<file path="src/rtl/tcd_mul.sv">
// Two-stage signed multiplier built from four half-width partial products.
module tcd_mul #(
  parameter int AW = 8,
  parameter int BW = 8
) (
  input  logic                    clk,
  input  logic                    en,
  input  logic signed [AW-1:0]    a,
  input  logic signed [BW-1:0]    b,
  output logic signed [AW+BW-1:0] p
);

  localparam int LA = (AW + 1) / 2;
  localparam int HA = AW - LA;
  localparam int LB = (BW + 1) / 2;
  localparam int HB = BW - LB;
  localparam int PW = AW + BW;

  logic [AW-1:0]       a_mag;
  logic [BW-1:0]       b_mag;
  logic [LA+LB-1:0]    pp_ll;
  logic [LA+HB-1:0]    pp_lh;
  logic [HA+LB-1:0]    pp_hl;
  logic [HA+HB-1:0]    pp_hh;
  logic                neg;
  logic [PW-1:0]       sum_mag;

  // Magnitudes; the sign is reapplied after the sum
  always_comb begin
    a_mag = a[AW-1] ? AW'(-unsigned'(a)) : unsigned'(a);
    b_mag = b[BW-1] ? BW'(-unsigned'(b)) : unsigned'(b);
  end

  // Stage 1: partial products
  always_ff @(posedge clk) begin
    if (en) begin
      pp_ll <= (LA+LB)'(a_mag[LA-1:0])  * (LA+LB)'(b_mag[LB-1:0]);
      pp_lh <= (LA+HB)'(a_mag[LA-1:0])  * (LA+HB)'(b_mag[BW-1:LB]);
      pp_hl <= (HA+LB)'(a_mag[AW-1:LA]) * (HA+LB)'(b_mag[LB-1:0]);
      pp_hh <= (HA+HB)'(a_mag[AW-1:LA]) * (HA+HB)'(b_mag[BW-1:LB]);
      neg   <= a[AW-1] ^ b[BW-1];
    end
  end

  // Stage 2: aligned sum and sign
  always_comb begin
    sum_mag = (PW'(pp_hh) << (LA + LB)) + (PW'(pp_hl) << LA)
            + (PW'(pp_lh) << LB) + PW'(pp_ll);
  end

  always_ff @(posedge clk) begin
    if (en) begin
      p <= neg ? signed'(-sum_mag) : signed'(sum_mag);
    end
  end

endmodule

</file>
<file path="config.mk">
export PLATFORM = sky130hd
export DESIGN_NAME = tcd_mul
export DESIGN_NICKNAME = d
export VERILOG_FILES = /design/src/rtl/tcd_mul.sv
export SDC_FILE = /design/constraint.sdc
export NUM_CORES = 1
export LEC_CHECK = 0
export BUFFER_PORTS_ARGS = -buffer_cell sky130_fd_sc_hd__buf_2
export CORE_AREA = 2 2 104 106
export CTS_CLUSTER_DIAMETER = 200
export DETAILED_ROUTE_END_ITERATION = 12
export DIE_AREA = 0 0 106 108
export MAX_ROUTING_LAYER = met4
export PLACE_DENSITY = 0.64
export REMOVE_ABC_BUFFERS = 1
export SLEW_MARGIN = 20
export SYNTH_ARGS = -nofsm -noshare
export SYNTH_HDL_FRONTEND = slang
export SYNTH_SLANG_ARGS = --single-unit
</file>
<file path="constraint.sdc">
create_clock -name clk -period 5.2 [get_ports clk]
set_input_delay 0.78 -clock clk [delete_from_list [all_inputs] [get_ports clk]]
set_output_delay 0.78 -clock clk [all_outputs]
set_load 0.01 [all_outputs]
</file>
**Word level (Yosys, flattened, before mapping)**

Cells that the tools add are included.

- Output and inout bits: 16
- Word-level logic and storage cells: 20
- Bits in registers: 49
- Input port bits: 18

- Multipliers: 4
- Bitwise gates (word level): 1
- Add/subtract/negate cells: 6
- Mux-type cells: 3

Operators with widths:

| cell | count |
|---|---|
| 16-bit by 12-bit adder with 16-bit output | 2 |
| 4-bit by 4-bit multiplier with 8-bit output | 4 |
| 16-bit by 8-bit adder with 16-bit output | 1 |
| 16-bit two-way mux | 1 |
| 8-bit two-way mux | 2 |
| 16-bit negator | 1 |
| 8-bit negator | 2 |
| 1-bit XOR | 1 |

**Logic depth before layout (Yosys ltp)**

Gate-level depths: netlist of run 1.

- Depth after elaboration: 5
- Mapped depth: 16
- Gate-level depth less buffers: 16

**Least setup slack after synthesis of run 1**

Ideal clock, no wire load.

- Path kind: input-to-reg
- Start: in b[5]
- End: reg pp_hh[7], data pin
- Stages on the path: 13
- Arrival: 3.940 ns
- Path buffers: 0
- Path slack: 1.003 ns
- Required time: 4.942 ns
- Setup time: 0.258 ns
- Cells stage by stage: or3_1 o21ai_0 xor2_1 or2_2 fa_1 inv_1 fa_1 ha_1 a21o_1 a21oi_1 o21bai_1 a21oi_1 xnor2_1

- Longest elaborated chain between the ends: 3

Ends and longest elaborated chain:

| element | line | source |
|---|---|---|
| start: declaration | 9 | `input logic signed [BW-1:0] b,` |
| 8-bit negator | 31 | `b_mag = b[BW-1] ? BW'(-unsigned'(b)) : unsigned'(b);` |
| 8-bit two-way mux * | 31 |  |
| 4-bit by 4-bit multiplier with 8-bit output * | 40 | `pp_hh <= (HA+HB)'(a_mag[AW-1:LA]) * (HA+HB)'(b_mag[BW-1:LB]);` |
| end signal: assignment | 40 |  |
| end: declaration | 24 | `logic [HA+HB-1:0] pp_hh;` |

Mark *: on every way between the ends. The rest lies on a longest branch, timed or not.
A chain may end at the register's enable or synchronous reset.

**Final worst setup path of run 1**

- Start: in a[0]
- End: reg pp_hl[7], data pin

- Longest elaborated chain between the ends: 3

Ends and longest elaborated chain:

| element | line | source |
|---|---|---|
| start: declaration | 8 | `input logic signed [AW-1:0] a,` |
| 8-bit negator | 30 | `a_mag = a[AW-1] ? AW'(-unsigned'(a)) : unsigned'(a);` |
| 8-bit two-way mux | 30 |  |
| 4-bit by 4-bit multiplier with 8-bit output | 39 | `pp_hl <= (HA+LB)'(a_mag[AW-1:LA]) * (HA+LB)'(b_mag[LB-1:0]);` |
| end signal: assignment | 39 |  |
| end: declaration | 23 | `logic [HA+LB-1:0] pp_hl;` |

No other way between the ends.

==> results of run 1 <==
==> logic make-up (layout without fill, tap and decap cells) <==
| group | count (synthesis) | in the layout |
|---|---|---|
| buffers and inverters | 46 | 85 |
| adders and majority gates | 84 | 84 |
| muxes | 2 | 2 |
| DFF | 49 | 49 |
| AOI/OAI and AO/OA | 56 | 56 |
| and+or+nand+nor | 117 | 117 |
| xor gates and xnor gates | 52 | 52 |
==> registers in the layout, summed over array words and instances, names as in the netlist <==
signal / cells
pp_hh: 8
pp_ll: 8
pp_hl: 8
pp_lh: 8
p: 16
neg: 1
==> per-layer routing <==
metal,vias up,global-route usage,part of all wire
li1,1474,-,-
met1,1312,0.180,0.48
met2,51,0.240,0.47
met3,11,0.0145,0.027
met4,0,0.0470,0.022
met5,-,-,0
==> cells in the final DEF (no fill, tap or decap), types with 2 or more instances in the layout <==
cell	count
a211oi_1	2
a21boi_0	2
a21o_1	10
a21oi_1	15
buf_2	32
buf_4	4
clkbuf_8	5
edfxtp_1	49
fa_1	25
ha_1	59
inv_1	41
nand2_1	28
nand2b_1	11
nand3_1	2
nor2_1	49
nor2b_1	2
nor3_1	2
nor4_1	2
o21a_1	2
o21ai_0	9
o21ai_1	2
o21bai_1	4
o31ai_1	4
or2_2	4
or3_1	5
xnor2_1	33
xor2_1	19
==> final cells by class <==
cell class              count  share of cell area
inverters                  42              0.0331
well taps                 136              0.0358
multi-input cells         311               0.560
clock inverters             2             0.00736
clock buffers               5              0.0145
flip-flops and latches     49               0.309
repair buffers             36              0.0400
==> metrics by stage <==
stage                     total power [mW]  hold slack (ns)  worst slack [ns]  area [um^2]
after CTS                             1.89            0.555             0.917         4750
after detailed placement              1.62            0.532             0.606         4650
after global routing                  2.04            0.581             0.612         4760
final                                 1.87            0.558             0.926         4760
after global placement                1.60            0.500             0.638         4650
after floorplan                       1.40            0.477              1.00         4290
==> final timing paths <==
path | start | end | slack (ns) | cells past startpoint
worst max register to register | pp_ll[5] | p[15] | 1.51 | 11
worst min-delay path | pp_ll[0] | p[0] | 0.56 | 0
worst min register to register | pp_ll[0] | p[0] | 0.56 | 0
worst max-delay path | a[0] | pp_hl[7] | 0.93 | 16
==> report_power, final <==
part           internal (mW)  switching (mW)
combinational          0.434           0.546
sequential             0.593          0.0419
clock                  0.140           0.117
total                   1.17           0.704
==> qor.txt, run 1 <==
critical path's slowest cell -> fa_1
post-synth top area share -> 0.342
Max FO, Critical Path -> 8
clock tree sinks -> 49
fin util -> 0.465
top cell types by occurrence after synthesis -> 59 x ha_1, 49 x edfxtp_1, 49 x nor2_1, 41 x inv_1, 33 x xnor2_1
top cell family by delay on the critical path -> adder cells
Crit. End Element -> flip-flop
cell count after synthesis -> 406
Chip Height -> 108 um
post-DR wirelength/cell -> 12.8 um
largest stage delay on the critical path -> 0.55 ns
Post-Synth Adder-Cell Area -> 0.288
Cell Pwr Density -> 393 mW/mm^2
Rows -> 37
Final Max Tran Viols -> 0
first-pass GRT wire length -> 12.7 mm
Final period util -> 0.822
clk buf depth -> 2
FF+latch count, synth -> 49
Post-CTS Setup Bufs -> 0
Fill cells -> 960
iteration count of the initial detailed-routing pass -> 4
main combinational cell family by area after synthesis -> adder cells
Post-CTS Resized -> 0
WP data arrival -> 4.33 ns
Post-Synth Simple-Gate Area -> 0.133
most numerous cell in the Yosys netlist -> ha_1
clock slew at reported path FFs -> 0.08 ns
vias in the first global route -> 2837
Placer Congestion -> 0.930
Post-DRT Antenna Nets -> 0
share of post-route cells with drive strength above 1 -> 0.124
I/O pin total -> 34
Sum Neg Setup Slack -> 0 ns
via count -> 2848
worst endpoint required time -> 5.25 ns
hold buffers post-CTS -> 0
count of unique library cells instantiated by Yosys -> 46
Synth Area in XOR/XNOR -> 0.106
mux contribution to synthesized area -> 0.00494
DRT Wirelength -> 7.41 mm
outcome -> completed
Worst Hold Class -> flip-flop to flip-flop
CTS root buffer -> clkbuf_8
minimum clock period -> 4.27 ns
number of synthesis warnings -> 0
Initial Util -> 0.421
total CTS buffers -> 5
Clock Latency Late Sink -> 0.29 ns
Setup Crit Path Kind -> primary input to flip-flop
Max-Cap Viols -> 0
synthesized area -> 0.00431 mm^2
Clock H-tree levels -> 2
sequential element share of the synthesized area -> 0.342
Finished Layout Cells -> 581
Die ar. -> 0.0114 mm^2
CP Cell Sequence -> buf_2 -> inv_1 -> ha_1 -> nand2b_1 -> o21ai_0 -> xor2_1 -> or2_2 -> fa_1 -> inv_1 -> fa_1 -> ha_1 -> a21o_1 -> a21oi_1 -> o21bai_1 -> a21oi_1 -> xnor2_1
slew margin rel. -> 0.558
Fmax -> 234 MHz
ys flop type -> edfxtp_1
ys async rst share -> 0
post-synthesis compound-gate area fraction -> 0.0868
largest area contributor in the netlist -> edfxtp_1
Overflow after GRT -> 0
Inst Count DP -> 574
Diodes inserted -> 0
Startpoint Class -> primary input
final net count -> 547
Die Span X -> 106 um
P&R area growth vs syn -> 10.4%
Slew @ Worst Pin -> 0.660 ns
initial antenna violation count -> 0
skew final -> 0.00492 ns
CP bufs+invs -> 3
final setup vio count -> 0
port bufs -> 33
register area -> 0.00147 mm^2
ranking of synthesized cells by area -> edfxtp_1 34%, ha_1 17%, fa_1 12%
largest net degree at the start of global routing -> 50
gr usage total -> 0.142
leakage -> 2.20 nW
DP HPWL -> 6.14 mm
drt via density -> 4.90
Post-synth EDFFs -> 49
Final Hold Viols -> 0
Worst VDD drop -> 0.220 mV
CORE AREA -> 0.0102 mm^2
drt drc -> 0
Iter 0 DRT Violations -> 104
multi-input combinational cell area -> 0.00266 mm^2
RSZ-0062 raised after global routing -> no
Post-Syn Area per Cell -> 10.6 um^2
CTS tree -> yes
(Power assumes the default switching activity.)
==> run 2, diff against run 1 <==
==> constraint.sdc (replaced) <==
create_clock -name clk -period 4.2 [get_ports clk]
set_input_delay 0.63 -clock clk [delete_from_list [all_inputs] [get_ports clk]]
set_output_delay 0.63 -clock clk [all_outputs]
set_load 0.01 [all_outputs]
==> qor.txt, run 2 (same netlist as run 1, synthesis figures left out) <==
outcome -> completed
drt via density -> 4.88
I/O pin total -> 34
gr usage total -> 0.151
Final Hold Viols -> 0
Cell Pwr Density -> 468 mW/mm^2
Reg-to-Reg Start -> pp_ll[5]
post-DR wirelength/cell -> 12.7 um
Startpoint Class -> primary input
Clock H-tree levels -> 2
hold buffers post-CTS -> 0
largest net degree at the start of global routing -> 50
CORE AREA -> 0.0102 mm^2
Slew @ Worst Pin -> 0.992 ns
stages on the worst setup path -> 14
via count -> 2923
slew margin rel. -> 0.339
Setup Crit Path Kind -> primary input to flip-flop
Overflow after GRT -> 0
commonest non-fill, non-tap cells in the layout -> 59 x ha_1, 49 x nor2_1, 49 x edfxtp_1
RSZ-0062 raised after global routing -> no
Sum Neg Setup Slack -> 0 ns
initial antenna violation count -> 0
Final period util -> 0.931
leakage -> 2.27 nW
worst setup path endpoint -> pp_lh[7]
M1 wire length -> 3.51 mm
met3 wire len -> 258 um
drt drc -> 0
CP bufs+invs -> 2
Die Span X -> 106 um
CTS root buffer -> clkbuf_8
CP Cell Sequence -> buf_2 -> or3_1 -> o31ai_1 -> xnor2_1 -> nand2_1 -> fa_1 -> inv_1 -> fa_1 -> ha_1 -> a21o_1 -> a21oi_1 -> o21bai_1 -> a21oi_1 -> xnor2_1
skew final -> 0.00592 ns
max reg flops -> 16
minimum clock period -> 3.91 ns
share of post-route cells with drive strength above 1 -> 0.156
Post-CTS Resized -> 0
Placer Congestion -> 0.835
Crit. End Element -> flip-flop
largest stage delay on the critical path -> 0.50 ns
Fmax -> 256 MHz
Worst Hold Class -> flip-flop to flip-flop
Iter 0 DRT Violations -> 93
R2R Setup Slk -> 0.56 ns
final setup vio count -> 0
Die ar. -> 0.0114 mm^2
Worst VDD drop -> 0.237 mV
RR Endpoint -> p[15]
CP Launch Point -> b[2]
most common cell after layout, fill and taps aside -> ha_1
clock tree sinks -> 49
P&R area growth vs syn -> 13.0%
DRT Wirelength -> 7.58 mm
Clock Latency Late Sink -> 0.29 ns
CTS tree -> yes
Chip Height -> 108 um
top layer in use -> met4
total CTS buffers -> 5
clk buf depth -> 2
first-pass GRT wire length -> 13.4 mm
port bufs -> 33
DP HPWL -> 6.43 mm
clock slew at reported path FFs -> 0.08 ns
top cell family by delay on the critical path -> adder cells
Rows -> 37
Diodes inserted -> 0
Post-CTS Setup Bufs -> 0
Max-Cap Viols -> 0
vias in the first global route -> 2940
final net count -> 565
WP data arrival -> 3.96 ns
Initial Util -> 0.421
Biggest register -> p
fin util -> 0.476
Max FO, Critical Path -> 4
Final Max Tran Viols -> 0
WL met2 -> 3.66 mm
critical path's slowest cell -> fa_1
cell count of the worst reg-to-reg path -> 11
worst endpoint required time -> 4.24 ns
Post-DRT Antenna Nets -> 0
iteration count of the initial detailed-routing pass -> 4
[run 2: changes by cell type in the layout (fill, tap and decap cells not counted), sizes merged]
cell      before  now
bufinv         1    0
clkinvlp       0    1
buf           36   54
[run 2: cell type report]
class,count,area (um^2)
well taps,136,170
flip-flops and latches,49,1470
fillers,964,5370
inverters,42,158
clock buffers,5,68.8
clock inverters,2,11.3
multi-input cells,311,2660
repair buffers,54,323
[run 2: layer usage]
metal	track usage	vias up
li1	-	1509
met1	0.188	1344
met2	0.257	58
met3	0.0181	12
met4	0.0517	0
met5	-	-
[run 2: worst min-delay path by stage]
stage / startpoint / endpoint / slack (ns) / cells after the start
floorplan: pp_ll[0] / p[0] / 0.48 / 0
global placement: pp_ll[0] / p[0] / 0.50 / 0
detailed placement: pp_ll[0] / p[0] / 0.51 / 0
CTS: pp_ll[0] / p[0] / 0.52 / 0
global route: pp_ll[0] / p[0] / 0.55 / 0
finish: pp_ll[0] / p[0] / 0.52 / 0
[run 2: metrics by stage]
| step | power, mW | cell area, um^2 | std cells | hold WS (ns) | setup WS [ns] |
|---|---|---|---|---|---|
| floorplan | 1.73 | 4290 | 402 | 0.477 | 0.153 |
| global placement | 1.99 | 4790 | 592 | 0.502 | 0.0404 |
| detailed placement | 2.04 | 4790 | 592 | 0.511 | -0.0115 |
| CTS | 2.30 | 4870 | 599 | 0.521 | 0.311 |
| global route | 2.50 | 4870 | 599 | 0.554 | 0.113 |
| finish | 2.28 | 4870 | 599 | 0.520 | 0.290 |
[run 2: power breakdown]
group	leakage, nW	internal (mW)	total, mW	switching [mW]
registers	0.476	0.735	0.789	0.0540
clock network	0.0377	0.112	0.251	0.139
logic	1.75	0.555	1.24	0.684
[run 2: worst register-to-register path, stage by stage, from the launching register on]
cell and delay (ns):
edfxtp_1 0.42, fa_1 0.55, ha_1 0.17, inv_1 0.05
fa_1 0.41, nor2b_1 0.17, o211ai_1 0.10, a21boi_0 0.39
mux2_2 0.40, or3_1 0.40, o31ai_4 0.25, xnor2_1 0.08
